## src/design/sfp_pkg.sv

```systemverilog
// sfp_pkg: shared types and frame layout constants for the sample packet framer.
// No dependencies.
package sfp_pkg;

    typedef logic [7:0]  byte_t;
    typedef logic [5:0]  fill_t;
    typedef logic [7:0]  frame_num_t;
    typedef logic [15:0] sum_t;

    typedef struct packed {
        logic       wide;
        frame_num_t number;
        sum_t       sum;
    } frame_info_t;

    localparam int WIDE_PER_FRAME   = 25;
    localparam int NARROW_PER_FRAME = 50;
    localparam int PAYLOAD_BYTES    = 50;
    localparam int FRAME_BYTES      = 56;

    localparam byte_t FRAME_START_CODE = 8'd100;
    localparam byte_t FRAME_STOP_CODE  = 8'd101;
    localparam byte_t MODE_WIDE_CODE   = 8'd89;
    localparam byte_t MODE_NARROW_CODE = 8'd88;

    localparam fill_t POS_START    = 6'd0;
    localparam fill_t POS_MODE     = 6'd1;
    localparam fill_t POS_NUMBER   = 6'd2;
    localparam fill_t POS_PAYLOAD  = 6'd3;
    localparam fill_t POS_PAY_LAST = 6'd52;
    localparam fill_t POS_SUM_HI   = 6'd53;
    localparam fill_t POS_SUM_LO   = 6'd54;
    localparam fill_t POS_STOP     = 6'd55;

    localparam fill_t LAST_PAYLOAD_ADDR = 6'(PAYLOAD_BYTES - 1);

endpackage

```

## src/design/sample_packet_framer_unit.sv

```systemverilog
// sample_packet_framer_unit: top level; sample intake, counters and frame sequencing.
// Depends on sfp_pkg, sfp_payload_ram, sfp_frame_tx.
//
// Input channel: sample_valid/sample_ready carry one 16-bit sample per word.
// Output channel: frame_valid/frame_ready carry one frame byte per word, with
// frame_end high on the closing byte. Each full payload yields a 56-byte frame.
// Intake: a narrow-mode sample stores one byte, a wide-mode sample two (high,
// then low; intake held) via the store's single write port (one byte per cycle).
// A frame's first byte passes the tx issue counter, s1 stage and output register
// after the store takes the last payload byte; intake is held until the closing
// byte is taken.
// Samples past the last whole frame of a burst are counted and dropped.
// cfg_wr_en writes the mode bit and clears fill, frame index and byte sum.
// Reset: counters cleared, narrow mode, no frame pending; payload store is not
// cleared. When the receiver stalls, the output byte holds and intake stays
// held until the frame has gone out completely.
module sample_packet_framer_unit
    import sfp_pkg::*;
#(
    parameter int BUFFER_SAMPLES = 1000
)
(
    input  logic        clk,
    input  logic        rst_n,
    input  logic        cfg_wr_en,
    input  logic        cfg_wr_data,
    input  logic        sample_valid,
    output logic        sample_ready,
    input  logic [15:0] sample_value,
    output logic        frame_valid,
    input  logic        frame_ready,
    output logic [7:0]  frame_byte,
    output logic        frame_end
);

    localparam int FRAMES_WIDE   = BUFFER_SAMPLES / WIDE_PER_FRAME;
    localparam int FRAMES_NARROW = BUFFER_SAMPLES / NARROW_PER_FRAME;
    localparam int TAIL_WIDE     = BUFFER_SAMPLES - FRAMES_WIDE * WIDE_PER_FRAME;
    localparam int TAIL_NARROW   = BUFFER_SAMPLES - FRAMES_NARROW * NARROW_PER_FRAME;

    localparam logic [1:0] ST_IDLE = 2'd0;
    localparam logic [1:0] ST_LOW  = 2'd1;
    localparam logic [1:0] ST_SEND = 2'd2;

    logic [1:0] state_reg, state_next;
    logic       wide_reg, wide_next;
    fill_t      fill_reg, fill_next;
    frame_num_t number_reg, number_next;
    sum_t       sum_reg, sum_next;
    byte_t      low_reg;

    frame_num_t  frames_sel;
    fill_t       tail_sel;
    logic        accept;
    logic        in_tail;
    fill_t       fill_inc;
    frame_num_t  number_inc;
    logic        wr_en;
    byte_t       wr_data;
    logic        tx_start;
    logic        tx_done;
    logic        rd_en;
    fill_t       rd_addr;
    byte_t       rd_data;
    frame_info_t info;

    assign frames_sel = wide_reg ? frame_num_t'(FRAMES_WIDE) : frame_num_t'(FRAMES_NARROW);
    assign tail_sel   = wide_reg ? fill_t'(TAIL_WIDE) : fill_t'(TAIL_NARROW);

    assign sample_ready = (state_reg == ST_IDLE);
    assign accept       = sample_valid && sample_ready;
    assign in_tail      = (number_reg == frames_sel);
    assign fill_inc     = fill_reg + 6'd1;
    assign number_inc   = number_reg + 8'd1;

    assign wr_en   = (accept && !in_tail) || (state_reg == ST_LOW);
    assign wr_data = (state_reg == ST_LOW) ? low_reg :
                     (wide_reg ? sample_value[15:8] : sample_value[7:0]);

    always_comb
    begin
        state_next  = state_reg;
        wide_next   = wide_reg;
        fill_next   = fill_reg;
        number_next = number_reg;
        sum_next    = sum_reg;
        tx_start    = 1'b0;
        case (state_reg)
            ST_IDLE:
            begin
                if (accept)
                begin
                    if (in_tail)
                    begin
                        fill_next = fill_inc;
                        if (fill_inc >= tail_sel)
                        begin
                            fill_next   = '0;
                            number_next = '0;
                        end
                    end
                    else
                    begin
                        fill_next = fill_inc;
                        sum_next  = sum_reg + sum_t'(wr_data);
                        if (wide_reg)
                        begin
                            state_next = ST_LOW;
                        end
                        else if (fill_reg == LAST_PAYLOAD_ADDR)
                        begin
                            state_next = ST_SEND;
                            tx_start   = 1'b1;
                        end
                    end
                end
            end
            ST_LOW:
            begin
                fill_next  = fill_inc;
                sum_next   = sum_reg + sum_t'(low_reg);
                state_next = ST_IDLE;
                if (fill_reg == LAST_PAYLOAD_ADDR)
                begin
                    state_next = ST_SEND;
                    tx_start   = 1'b1;
                end
            end
            ST_SEND:
            begin
                if (tx_done)
                begin
                    state_next  = ST_IDLE;
                    fill_next   = '0;
                    sum_next    = '0;
                    number_next = number_inc;
                    if (number_inc == frames_sel && tail_sel == '0)
                    begin
                        number_next = '0;
                    end
                end
            end
            default:
            begin
                state_next = ST_IDLE;
            end
        endcase
        if (cfg_wr_en)
        begin
            wide_next   = cfg_wr_data;
            fill_next   = '0;
            number_next = '0;
            sum_next    = '0;
        end
    end

    always_ff @(posedge clk or negedge rst_n)
    begin
        if (!rst_n)
        begin
            state_reg  <= ST_IDLE;
            wide_reg   <= 1'b0;
            fill_reg   <= '0;
            number_reg <= '0;
            sum_reg    <= '0;
        end
        else
        begin
            state_reg  <= state_next;
            wide_reg   <= wide_next;
            fill_reg   <= fill_next;
            number_reg <= number_next;
            sum_reg    <= sum_next;
        end
    end

    always_ff @(posedge clk)
    begin
        if (accept)
        begin
            low_reg <= sample_value[7:0];
        end
    end

    assign info.wide   = wide_reg;
    assign info.number = number_reg;
    assign info.sum    = sum_reg;

    sfp_payload_ram u_ram (
        .clk     (clk),
        .wr_en   (wr_en),
        .wr_addr (fill_reg),
        .wr_data (wr_data),
        .rd_en   (rd_en),
        .rd_addr (rd_addr),
        .rd_data (rd_data)
    );

    sfp_frame_tx u_tx (
        .clk         (clk),
        .rst_n       (rst_n),
        .start       (tx_start),
        .info        (info),
        .rd_en       (rd_en),
        .rd_addr     (rd_addr),
        .rd_data     (rd_data),
        .frame_valid (frame_valid),
        .frame_ready (frame_ready),
        .frame_byte  (frame_byte),
        .frame_end   (frame_end),
        .done        (tx_done)
    );

endmodule

```

## src/design/sfp_payload_ram.sv

```systemverilog
// sfp_payload_ram: 50 x 8 payload store, one write port, one registered read port.
// Depends on sfp_pkg.
module sfp_payload_ram
    import sfp_pkg::*;
(
    input  logic  clk,
    input  logic  wr_en,
    input  fill_t wr_addr,
    input  byte_t wr_data,
    input  logic  rd_en,
    input  fill_t rd_addr,
    output byte_t rd_data
);

    byte_t mem [PAYLOAD_BYTES];
    byte_t rd_data_reg;

    always_ff @(posedge clk)
    begin
        if (wr_en)
        begin
            mem[wr_addr] <= wr_data;
        end
        if (rd_en)
        begin
            rd_data_reg <= mem[rd_addr];
        end
    end

    assign rd_data = rd_data_reg;

endmodule

```

## src/design/sfp_frame_tx.sv

```systemverilog
// sfp_frame_tx: walks the 56 byte positions of a frame, reads the payload store
// ahead of the s1 stage and drives the output register. Depends on sfp_pkg.
module sfp_frame_tx
    import sfp_pkg::*;
(
    input  logic        clk,
    input  logic        rst_n,
    input  logic        start,
    input  frame_info_t info,
    output logic        rd_en,
    output fill_t       rd_addr,
    input  byte_t       rd_data,
    output logic        frame_valid,
    input  logic        frame_ready,
    output byte_t       frame_byte,
    output logic        frame_end,
    output logic        done
);

    fill_t issue_cnt_reg, issue_cnt_next;
    logic  issuing_reg, issuing_next;
    logic  s1_valid_reg, s1_valid_next;
    fill_t s1_idx_reg, s1_idx_next;
    logic  out_valid_reg, out_valid_next;
    byte_t out_byte_reg, out_byte_next;
    logic  out_end_reg, out_end_next;
    logic  advance;
    byte_t s1_byte;

    assign advance = !out_valid_reg || frame_ready;
    assign rd_en   = advance && issuing_reg &&
                     (issue_cnt_reg >= POS_PAYLOAD) && (issue_cnt_reg <= POS_PAY_LAST);
    assign rd_addr = issue_cnt_reg - POS_PAYLOAD;

    always_comb
    begin
        case (s1_idx_reg)
            POS_START:  s1_byte = FRAME_START_CODE;
            POS_MODE:   s1_byte = info.wide ? MODE_WIDE_CODE : MODE_NARROW_CODE;
            POS_NUMBER: s1_byte = info.number;
            POS_SUM_HI: s1_byte = info.sum[15:8];
            POS_SUM_LO: s1_byte = info.sum[7:0];
            POS_STOP:   s1_byte = FRAME_STOP_CODE;
            default:    s1_byte = rd_data;
        endcase
    end

    always_comb
    begin
        issue_cnt_next = issue_cnt_reg;
        issuing_next   = issuing_reg;
        s1_valid_next  = s1_valid_reg;
        s1_idx_next    = s1_idx_reg;
        out_valid_next = out_valid_reg;
        out_byte_next  = out_byte_reg;
        out_end_next   = out_end_reg;
        if (start)
        begin
            issue_cnt_next = POS_START;
            issuing_next   = 1'b1;
            s1_valid_next  = 1'b0;
        end
        else if (advance)
        begin
            out_valid_next = s1_valid_reg;
            if (s1_valid_reg)
            begin
                out_byte_next = s1_byte;
                out_end_next  = (s1_idx_reg == POS_STOP);
            end
            s1_valid_next = issuing_reg;
            s1_idx_next   = issue_cnt_reg;
            if (issuing_reg)
            begin
                issue_cnt_next = issue_cnt_reg + 6'd1;
                if (issue_cnt_reg == POS_STOP)
                begin
                    issuing_next = 1'b0;
                end
            end
        end
    end

    always_ff @(posedge clk or negedge rst_n)
    begin
        if (!rst_n)
        begin
            issue_cnt_reg <= POS_START;
            issuing_reg   <= 1'b0;
            s1_valid_reg  <= 1'b0;
            s1_idx_reg    <= POS_START;
            out_valid_reg <= 1'b0;
            out_end_reg   <= 1'b0;
        end
        else
        begin
            issue_cnt_reg <= issue_cnt_next;
            issuing_reg   <= issuing_next;
            s1_valid_reg  <= s1_valid_next;
            s1_idx_reg    <= s1_idx_next;
            out_valid_reg <= out_valid_next;
            out_end_reg   <= out_end_next;
        end
    end

    always_ff @(posedge clk)
    begin
        out_byte_reg <= out_byte_next;
    end

    assign frame_valid = out_valid_reg;
    assign frame_byte  = out_byte_reg;
    assign frame_end   = out_end_reg;
    assign done        = out_valid_reg && frame_ready && out_end_reg;

endmodule
```

## config.mk

```make
export PLATFORM = sky130hd
export DESIGN_NAME = sample_packet_framer_unit
export DESIGN_NICKNAME = d
export VERILOG_FILES = /design/src/design/sfp_pkg.sv /design/src/design/sample_packet_framer_unit.sv /design/src/design/sfp_payload_ram.sv /design/src/design/sfp_frame_tx.sv
export SDC_FILE = /design/constraint.sdc
export NUM_CORES = 1
export LEC_CHECK = 0
export BUFFER_PORTS_ARGS = -buffer_cell sky130_fd_sc_hd__buf_4
export CAP_MARGIN = 10
export CORE_UTILIZATION = 36
export CTS_BUF_LIST = sky130_fd_sc_hd__clkbuf_4 sky130_fd_sc_hd__clkbuf_8
export CTS_CLUSTER_DIAMETER = 100
export DETAILED_ROUTE_END_ITERATION = 10
export GPL_TIMING_DRIVEN = 0
export HOLD_SLACK_MARGIN = 0.12
export RECOVER_POWER = 25
export SETUP_SLACK_MARGIN = 0.1
export SYNTH_ARGS = -nofsm -noshare
export SYNTH_HDL_FRONTEND = slang
export SYNTH_SLANG_ARGS = --single-unit
```

## constraint.sdc

```tcl
create_clock -name clk -period 4.55 [get_ports clk]
set_clock_uncertainty 0.1 [all_clocks]
set_input_delay 0.455 -clock clk [delete_from_list [all_inputs] [get_ports clk]]
set_output_delay 0.455 -clock clk [all_outputs]
set_load 0.05 [all_outputs]
```

Word-level counts from Yosys, hierarchy flattened
Memories as Yosys holds them, arrays and structs flattened. A register that Yosys moved wholly into a read port is not among the register bits.
Cells that the tools add are included.
- flip-flop bits (word level): 65
- RAM bits: 400
- output and inout port bits: 11
- logic and storage cells: 114
- memories: 1
- memories (memory ; words ; width ; read ports ; clocked after memory_dff ; wr ports ; line ; source):
    u_ram.mem ; 50 ; 8 ; 1 ; 1 ; 1 ; sfp_payload_ram.sv:15 ; byte_t mem [PAYLOAD_BYTES];
- add/sub/neg operators: 6
- order comparisons: 3
- equal/unequal tests: 20
- muxes and demuxes: 46
- bitwise operators: 1
- reduce and logical (&&, ||, !) cells: 24
- operators by type and width (cell ; count):
    $mux W16 ; 4
    $mux W8 ; 8
    $mux W6 ; 9
    $pmux W16 S3 ; 1
    $pmux W8 S6 ; 1
    $add A16 B8 Y16 ; 2
    $eq A6 B6 Y1 const B ; 5
    $pmux W6 S3 ; 1
    $eq A8 B6 Y1 ; 2
    $pmux W8 S2 ; 1
    $mux W1 ; 13
    $add A6 B1 Y6 const B ; 2
    $mux W2 ; 6
    $ne A3 B2 Y1 const B ; 3
    $add A8 B1 Y8 const B ; 1
    $reduce_and A4 Y1 ; 2
    $logic_and A1 B1 Y1 ; 7
    $eq A6 B1 Y1 const B ; 1
    $eq A6 B2 Y1 const B ; 1
    $ge A6 B1 Y1 const B ; 1
    $ge A6 B2 Y1 const B ; 1
    $le A6 B6 Y1 const B ; 1
    $logic_not A6 Y1 ; 1
    $ne A3 B3 Y1 const B ; 2
    other kinds (18) ; 24

Logic depth before layout (Yosys ltp)
Gate-level depths: netlist of the first run.
- depth after elaboration: 8
- gate-level depth with buffers: 14

Modules after synthesis
From an unflattened synthesis of the first run, not the netlist that was laid out.
- cell total of the unflattened synthesis: 1365
- area total of the unflattened synthesis: 20553.5 um^2
- modules (own cells, without submodules) (module ; instances ; cells each ; area an instance (um^2) ; sequential area each (um^2)):
    sfp_payload_ram ; 1 ; 905 ; 16220.6 ; 12251.8
    sample_packet_framer_unit ; 1 ; 313 ; 2889.0 ; 1066.0
    sfp_frame_tx ; 1 ; 147 ; 1443.9 ; 640.6

Worst setup path before layout of the first run
No wires, ideal clock.
- path type: reg2reg
- start point: reg wide_reg
- end point: reg sum_reg[15]
- data arrival time: 4.760 ns
- data required time: 4.331 ns
- path slack: -0.428 ns
- cell stages (with the launch flop): 12
- clock period less this slack: 4.978 ns
- cells stage by stage: dfrtp_1 buf_2 buf_1 mux2i_1 o21ai_0 ha_1 a21o_1 a21oi_1 o21a_1 o22ai_1 and3_1 o21a_1
- cells in the longest elaborated chain, start to end: 7
- RTL lines (what ; line ; source):
    from (decl) ; sample_packet_framer_unit.sv:46 ; logic wide_reg, wide_next;
    from (signal assigned) ; sample_packet_framer_unit.sv:170 ; wide_reg <= wide_next;
    $mux W8 ; sample_packet_framer_unit.sv:78 ; (wide_reg ? sample_value[15:8] : sample_value[7:0]);
    $mux W8 ; sample_packet_framer_unit.sv:77 ; assign wr_data = (state_reg == ST_LOW) ? low_reg :
    via u_ram.wr_data[1] ; sfp_payload_ram.sv:9 ; input byte_t wr_data,
    $add A16 B8 Y16 ; sample_packet_framer_unit.sv:105 ; sum_next = sum_reg + sum_t'(wr_data);
    $mux W16 ; sample_packet_framer_unit.sv:93 ; if (in_tail)
    $mux W16 ; sample_packet_framer_unit.sv:91 ; if (accept)
    $pmux W16 S3 ; sample_packet_framer_unit.sv:88 ; case (state_reg)
    $mux W16 ; sample_packet_framer_unit.sv:148 ; if (cfg_wr_en)
    to (signal assigned) ; sample_packet_framer_unit.sv:173 ; sum_reg <= sum_next;
    to (decl) ; sample_packet_framer_unit.sv:49 ; sum_t sum_reg, sum_next;
The timed path passes the listed nets, and every way through them passes these cells. The select of a mux whose other input is x is not followed.
A chain may end at the register's enable or synchronous reset.

Worst setup path in the final report of the first run
- start point: reg u_tx.issue_cnt_reg[0]
- end point: reg u_ram.rd_data_reg[2] (netlist: u_ram.rd_data[2]), read port of u_ram.mem, data pin
- cells in the longest elaborated chain, start to end: 3
- RTL lines (what ; line ; source):
    from (decl) ; sfp_frame_tx.sv:20 ; fill_t issue_cnt_reg, issue_cnt_next;
    from (signal assigned) ; sfp_frame_tx.sv:97 ; issue_cnt_reg <= issue_cnt_next;
    $ge A6 B2 Y1 ; sfp_frame_tx.sv:32 ; (issue_cnt_reg >= POS_PAYLOAD) && (issue_cnt_reg <= POS_PAY_LAST);
    $logic_and A1 B1 Y1 ; sfp_frame_tx.sv:31 ; assign rd_en = advance && issuing_reg &&
    $logic_and A1 B1 Y1 ; sfp_frame_tx.sv:32 ;
    to (decl) ; sfp_payload_ram.sv:16 ; byte_t rd_data_reg;
Several ways; a longest one is shown, not always the timed one.

==> metrics.cfg, run 1 <==
[run_status]
run_status=finished, violations left
violations=max-capacitance violations, max-slew violations

[setup_path]
critPathArrivalTime_ps=4550
critPathMaxFanout=10
path_cells=clkbuf_4 -> buf_4 -> buf_4 -> buf_2 -> inv_1 -> ha_1 -> buf_2 -> buf_2 -> mux4_2 -> mux4_2 -> o22ai_1 -> a211oi_1
critPathSlowestCell=mux4_2
crit_type=flop to flop
crit_path_end_kind=flop
worst-path-buf-inv=7
start_kind=flop
crit_family=buffers and inverters
cp_common_cell=buf_2
crit_required_ps=4820
cpPeakStageDelay_ps=540

[die]
ios=33
dieArea_sq_mm=0.0562
rows=85
start_util_pct=36.7
die_w_um=237
dieHeight_um=237
core_sq_mm=0.0542

[synthesis]
synth_area_leaders=edfxtp_1 64%, mux4_2 13%, dfrtp_1 6.2%
synth_cell_types=74
synth_flop_cell=edfxtp_1
ys_ff_latch=473
synth_warnings=0
syn_avg_cell_area_sq_um=17.5
synth_common_cells=424 x edfxtp_1, 112 x mux4_2, 81 x nor2_1
yosys.cell_count.top_type=edfxtp_1
async_flop_share_pct=10.4
synth_largest_area_cell=edfxtp_1
ys_seq_area_share_pct=70.2
syn_nets=1174
synth_top_area_share_pct=64.0
synthesis.area_sq_mm=0.0199
syn_inst=1133
synth_edf_count=424

[grt]
grt_pass1_vias=11000
met2_usage_pct=27.1
antenna_found_initial=0
grt_pass1_wl_um=69700
overflow=0
grt_max_degree=50
grt_usage_pct=16.8
grt_use_met1_pct=22.6
grt-busiest-layer=met2
grt_util_met3_pct=3.28

[power]
power.leakage_uw=0.00764
ir_drop_mv=0.276
powerDensity_mw_per_mm2=664
power_uw=15200

[route]
dr.pass1.iters=5
drt_iter0_markers=1066
wirelength_um=46200
ant_nets=0
remaining_drc_errors=0
avgRoutedWirePerCell_um=22.8
vias_per_cell=5.36
vias=10900

[sta]
period_share_pct=94.0
fin_crit_ps=4280
max_freq_mhz=234
max_slew_margin_pct=-87.3
final_max_slew_viol_count=50
tightest_slew_ps=2810
hold_viol=0
setup_violations=0
rsz0062_at_grt=no

[hold_path]
worstHoldPathType=input pin to flop

[place]
io_buffers=32
place_congestion=0.851
place_area_sq_mm=0.0213
dp_hpwl_um=30100

[cells_and_area]
seqCellArea_sq_mm=0.0140
n_fill_cell=4793
multi_input_area_sq_mm=0.00566
stdcell_area_sq_mm=0.0229
largest_reg_flops=400
drive_above_1_share_pct=25.2
final_nets=1305
final_util_pct=42.3
area_delta_synth_final_pct=15.3

[cts]
tritoncts=yes
numCtsBuffers=80
clockBufferDepth=3
cts_root_buffer=clkbuf_8
clkSinkCount=473
clk_latency_ps=640
clkTransAtPathRegs_ps=60
cts_max_level=3

[flow_run]
maxCapViolCount=2

[layout by cell type, fill, tap and decap left out, types with 5 or more instances in the layout]
| cell | n |
|---|---|
| a211oi_1 | 14 |
| a21o_1 | 8 |
| a21oi_1 | 19 |
| a22o_1 | 10 |
| a32o_1 | 10 |
| buf_16 | 5 |
| buf_2 | 18 |
| buf_4 | 19 |
| clkbuf_1 | 33 |
| clkbuf_2 | 6 |
| clkbuf_4 | 40 |
| clkbuf_8 | 82 |
| clkinv_1 | 22 |
| clkinv_2 | 5 |
| dfrtp_1 | 49 |
| dlygate4sd3_1 | 10 |
| edfxtp_1 | 424 |
| ha_1 | 18 |
| inv_1 | 21 |
| mux2_2 | 8 |
| mux2i_1 | 25 |
| mux4_2 | 112 |
| nand2_1 | 74 |
| nand2b_1 | 14 |
| nand3_1 | 11 |
| nand3b_1 | 9 |
| nand4_1 | 5 |
| nor2_1 | 81 |
| nor3_1 | 10 |
| o21ai_0 | 28 |
| o21ai_4 | 8 |
| o22ai_1 | 12 |
| o31ai_1 | 7 |
| xnor2_1 | 7 |
| xor2_1 | 8 |
[kinds of logic after synthesis]
family                   after synthesis  share of synthesized area, %
buffers and inverters                 80                          1.80
AO/OA/AOI/OAI                        158                          5.59
AND/OR/NAND/NOR                      241                          5.96
XOR/XNOR                              17                         0.824
flip-flops                           473                          70.2
adder cells (fa/ha/maj)               19                          1.23
multiplexers                         145                          14.4
[tightest hold or removal path, cell delays in order]
cell and delay [ps]:
buf_4 90, or4b_4 120, buf_6 130, o31ai_1 80
[area by class of cell]
class / count / share of cell area, %
multi-input combinational: 580 / 24.7
sequential: 473 / 60.9
timing repair buffer: 50 / 2.13
clock inverter: 34 / 0.944
inverter: 21 / 0.344
tap: 696 / 3.80
clock buffer: 112 / 5.91
buffer: 58 / 1.28
antenna: 1 / 0.0109
[worst paths after layout]
check | startpoint | endpoint | slack, ps | cells after the start
max in group asynchronous | rst_n | sum_reg[12]$_DFFE_PN0P_ | 1600 | 2
setup reg to reg | u_tx.issue_cnt_reg[0]$_DFFE_PN0P_ | u_ram.rd_data[2]$_DFFE_PP_ | 270 | 12
hold / removal | cfg_wr_en | number_reg[0]$_DFFE_PN0P_ | 200 | 4
min in group asynchronous | rst_n | u_tx.s1_valid_reg$_DFFE_PN0P_ | 1170 | 2
hold reg to reg | u_tx.frame_end$_DFFE_PN0P_ | u_tx.frame_end$_DFFE_PN0P_ | 430 | 1
setup / recovery | u_tx.issue_cnt_reg[0]$_DFFE_PN0P_ | u_ram.rd_data[2]$_DFFE_PP_ | 270 | 12
[where the power goes]
group          internal, uW  leakage (uW)  switching, uW
clock                  2040      0.000826           1690
sequential             5430       0.00447            163
combinational          2400       0.00234           3510
[routing by layer]
metal	wire, um	vias up
li1	-	4828
met1	19900	5630
met2	22600	330
met3	2540	73
met4	1090	0
met5	0	-
[stage by stage]
stage / setup TNS (ps) / hold slack [ps] / setup WS [ps] / cells
after floorplan: 0 / 59.4 / 399 / 1133
after global placement: -220030 / 412 / -1910 / 1861
after detailed placement: -994 / 427 / -160 / 1869
after CTS: 0 / 152 / 103 / 2025
after global routing: 0 / 171 / 129 / 2024
final: 0 / 202 / 271 / 2025
[repair_timing]
action / 4_1_cts / 5_1_grt
pin swaps: 0 / 0
setup endpoints to repair: 13 / 11
gates resized for setup: 8 / 10
hold endpoints to repair: 58 / 0
hold buffers: 10 / 0
setup buffers: 0 / 0
Note: power is estimated with default switching activity, not from simulation.
==> run 2: changes to the inputs <==
CORE_UTILIZATION = 49   (was 36)
PLACE_DENSITY = 0.67   (was default)
==> run 2 against run 1 <==
The run still ends with max-capacitance violations, max-slew violations left. Clock-buffer cell count shrank 6. Non-clock buffer count grew 1. Fmax increased by 0.38%. Core utilization up 14 points. Cell area shrank 1.5%. Worst hold slack improved by 6.9 ps. Via count increased by 0.79%.
==> metrics.cfg, run 2 (same netlist as run 1, synthesis figures left out) <==
[cts]
clkTransAtPathRegs_ps=60
cts_setup_buffers=0
cts_max_level=3
clkSinkCount=473
clk_latency_ps=620
clockBufferDepth=3
numCtsBuffers=77
cts_root_buffer=clkbuf_8
tritoncts=yes

[setup_path]
critPathArrivalTime_ps=4480
rrSetupSlack_ps=290
crit_required_ps=4770
crit_type=flop to flop
crit_path_end_kind=flop
start_kind=flop
critPathMaxFanout=10

[sta]
rsz0062_at_grt=no
max_freq_mhz=235
fin_crit_ps=4260
tightest_slew_ps=2820
layout_setup_ws_ps=287
period_share_pct=93.7
max_slew_margin_pct=-88.1
final_max_slew_viol_count=89
setup_violations=0
hold_viol=0
hold_slack_ps=209

[cells_and_area]
final_nets=1303
seqCellArea_sq_mm=0.0140
multi_input_area_sq_mm=0.00564
largest_reg_flops=400
final_util_pct=56.5
antenna_cells=0
stdcell_area_sq_mm=0.0226
final_cell_mix=424 x edfxtp_1, 112 x mux4_2, 82 x clkbuf_8
layout_commonest_cell=edfxtp_1
n_fill_cell=3039
area_delta_synth_final_pct=13.5
drive_above_1_share_pct=24.5

[grt]
grt_pass1_vias=11000
grt_max_degree=50
overflow=0
grt_pass1_wl_um=67700
grt_usage_pct=22.4
antenna_found_initial=0

[place]
pre_cts_ws_ps=-183
place_congestion=0.866
io_buffers=32
dp_hpwl_um=29000
place_area_sq_mm=0.0211

[die]
ios=33
dieHeight_um=203
rows=73
dieArea_sq_mm=0.0414
core_sq_mm=0.0399
die_w_um=203
start_util_pct=49.8

[hold_path]
worstHoldPathType=input pin to flop

[route]
remaining_drc_errors=0
dr.pass1.iters=5
avgRoutedWirePerCell_um=24.2
drt_iter0_markers=987
vias_per_cell=5.95
vias=10900
wirelength_um=44600
ant_nets=0

[power]
powerDensity_mw_per_mm2=667
ir_drop_mv=0.274
power.leakage_uw=0.00756

[run_status]
violations=max-capacitance violations, max-slew violations
run_status=finished, violations left

[flow_run]
maxCapViolCount=2

## run 2: area by class of cell
type,instances,area share [%]
buffer,59,1.34
clock buffer,106,5.80
clock inverter,26,0.760
inverter,21,0.349
multi-input combinational,580,25.0
sequential,473,61.9
tap,525,2.91
timing repair buffer,50,1.98
## run 2: worst paths after layout
path                                                   start                           end  depth (start not counted)
hold / removal                                     cfg_wr_en     number_reg[0]$_DFFE_PN0P_                          4
hold reg to reg                   u_ram.rd_data[3]$_DFFE_PP_  u_tx.frame_byte[3]$_DFFE_PP_                          2
setup / recovery           u_tx.issue_cnt_reg[0]$_DFFE_PN0P_    u_ram.rd_data[1]$_DFFE_PP_                         12
setup reg to reg           u_tx.issue_cnt_reg[0]$_DFFE_PN0P_    u_ram.rd_data[1]$_DFFE_PP_                         12
max in group asynchronous                              rst_n       fill_reg[5]$_DFFE_PN0P_                          2
min in group asynchronous                              rst_n       sum_reg[10]$_DFFE_PN0P_                          2
## run 2: worst max-delay path: stages (launching register included)
cell	delay, ps
dfrtp_1	350
clkbuf_4	280
buf_4	300
buf_4	280
buf_2	340
inv_1	80
ha_1	300
buf_2	220
buf_2	340
mux4_2	380
mux4_2	520
o22ai_1	310
a211oi_1	140
## run 2: what timing repair did
| item | 4_1_cts | 5_1_grt |
|---|---|---|
| gates resized for setup | 8 | 11 |
| pin swaps | 0 | 0 |
| hold buffers | 10 | 0 |
| hold endpoints to repair | 58 | 0 |
| endpoints found under the setup margin | 10 | 10 |
## run 2: report_power, final
group / internal, uW / switching (uW) / total [uW]
logic: 2390 / 3510 / 5900
clock network: 1920 / 1650 / 3570
registers: 5430 / 148 / 5580
## run 2: metrics by stage
stage	std cells	TNS [ps]	total power, uW
final	1840	0	15000
after global routing	1840	0	15700
after CTS	1840	0	15200
after detailed placement	1698	-973	11600
after global placement	1690	-193770	11400
after floorplan	1133	0	9580
## run 2: layer usage
layer  track usage [%]  share of wire (%)  vias up
met5                 0                  0        -
met4              8.03                2.8        0
met3              4.52                6.6       87
met2              35.6                 48      422
met1              31.0                 43     5622
li1                  -                  -     4816
==> run 3: changes to the inputs <==
MAX_ROUTING_LAYER = met4   (was default)
SKIP_LAST_GASP = 1   (was default)
==> run 3 against run 2 <==
The run still ends with max-capacitance violations, max-slew violations left. First-iteration DRC count rose by 13%. Register-to-register slack got worse by 20 ps. Clock-buffer cell count did not move. Cell area did not move. Critical path depth did not move. Global-route usage rose by 0.68 points. Core utilization did not move. Combinational power barely moved. Worst setup slack got worse by 15 ps. Via count rose by 0.37%. Sequential power barely moved. Wire length barely moved.
==> metrics.cfg, run 3 (same netlist as run 1, synthesis figures left out) <==
[sta]
hold_slack_ps=209
final_max_slew_viol_count=89
layout_setup_ws_ps=272
max_freq_mhz=234
setup_violations=0
period_share_pct=94.0
rsz0062_at_grt=no
hold_viol=0
max_slew_margin_pct=-83.1
fin_crit_ps=4280
tightest_slew_ps=2750

[cts]
clkTransAtPathRegs_ps=60
clk_latency_ps=620
cts_root_buffer=clkbuf_8
clkSinkCount=473
cts_setup_buffers=0
cts_max_level=3
clockBufferDepth=3
numCtsBuffers=77
tritoncts=yes

[hold_path]
worstHoldPathType=input pin to flop

[setup_path]
crit_required_ps=4770
crit_path_end_kind=flop
critPathArrivalTime_ps=4500
start_kind=flop
rrSetupSlack_ps=270
crit_type=flop to flop
critPathMaxFanout=10

[grt]
grt_usage_pct=23.1
antenna_found_initial=0
overflow=0
grt_pass1_wl_um=67700
grt_pass1_vias=11000
grt_max_degree=50

[cells_and_area]
final_cell_mix=424 x edfxtp_1, 112 x mux4_2, 82 x clkbuf_8
n_fill_cell=3039
largest_reg_flops=400
area_delta_synth_final_pct=13.5
layout_commonest_cell=edfxtp_1
final_util_pct=56.5
antenna_cells=0
final_nets=1303
drive_above_1_share_pct=24.5

[die]
die_w_um=203
dieHeight_um=203
core_sq_mm=0.0399
ios=33
rows=73
start_util_pct=49.8
dieArea_sq_mm=0.0414

[run_status]
violations=max-capacitance violations, max-slew violations
run_status=finished, violations left

[route]
vias=11000
ant_nets=0
drt_iter0_markers=1119
dr.pass1.iters=5
wirelength_um=44600
remaining_drc_errors=0
vias_per_cell=5.97
avgRoutedWirePerCell_um=24.3

[power]
power.leakage_uw=0.00756
ir_drop_mv=0.274
powerDensity_mw_per_mm2=667

[place]
dp_hpwl_um=29000
place_congestion=0.880
io_buffers=32
pre_cts_ws_ps=-183

[flow_run]
maxCapViolCount=2

-- run 3: timing repair --
action / CTS / global route
setup endpoints to repair: 10 / 10
resized for setup: 8 / 11
gates cloned: 0 / 0
endpoints found under the hold margin: 58 / 0
hold buffers: 10 / 0
pin swaps: 0 / 0
-- run 3: path summary, 6_finish.rpt --
| kind | from | endpoint | depth (start not counted) |
|---|---|---|---|
| max | u_tx.issue_cnt_reg[0]$_DFFE_PN0P_ | u_ram.rd_data[1]$_DFFE_PP_ | 12 |
| min | cfg_wr_en | number_reg[0]$_DFFE_PN0P_ | 4 |
| max reg2reg | u_tx.issue_cnt_reg[0]$_DFFE_PN0P_ | u_ram.rd_data[1]$_DFFE_PP_ | 12 |
| min reg2reg | u_ram.rd_data[3]$_DFFE_PP_ | u_tx.frame_byte[3]$_DFFE_PP_ | 2 |
| max in group asynchronous | rst_n | sum_reg[0]$_DFFE_PN0P_ | 2 |
| min in group asynchronous | rst_n | sum_reg[10]$_DFFE_PN0P_ | 2 |
-- run 3: stage by stage --
step / total power [uW] / TNS, ps / area (sq um) / cells
2_1_floorplan: 9580 / 0 / 19900 / 1133
3_3_place_gp: 11400 / -193770 / 20800 / 1690
3_5_place_dp: 11600 / -973 / 21100 / 1698
4_1_cts: 15200 / 0 / 22600 / 1840
5_1_grt: 15700 / 0 / 22600 / 1840
6_report: 15100 / 0 / 22600 / 1840
-- run 3: worst max-delay path, stage by stage, from the launching register on --
cell and delay [ps]:
dfrtp_1 350, clkbuf_4 270, buf_4 300, buf_4 280, buf_2 330, inv_1 80, ha_1 310, buf_2 230
clkbuf_2 310, mux4_2 390, mux4_2 540, o22ai_1 330, a211oi_1 140
-- run 3: final cells by class --
| class | instances | area, sq um | share of cell area, % |
|---|---|---|---|
| well taps | 525 | 657 | 2.91 |
| repair buffers | 50 | 447 | 1.98 |
| flip-flops and latches | 473 | 14000 | 61.9 |
| clock buffers | 106 | 1310 | 5.80 |
| inverters | 21 | 78.8 | 0.349 |
| clock inverters | 26 | 171 | 0.760 |
| plain buffers | 59 | 302 | 1.34 |
| multi-input cells | 580 | 5640 | 25.0 |
-- run 3: metal layers --
metal	vias up	GRT usage [%]	part of all wire, %
li1	4825	-	-
met4	0	7.98	2.7
met3	86	4.51	6.8
met1	5675	31.0	42
met2	401	35.6	48
met5	-	-	0
-- run 3: power breakdown --
part	switching (uW)	internal (uW)	total [uW]	leakage, uW
logic	3530	2380	5910	0.00231
clock network	1640	1920	3560	0.000776
registers	147	5430	5570	0.00447
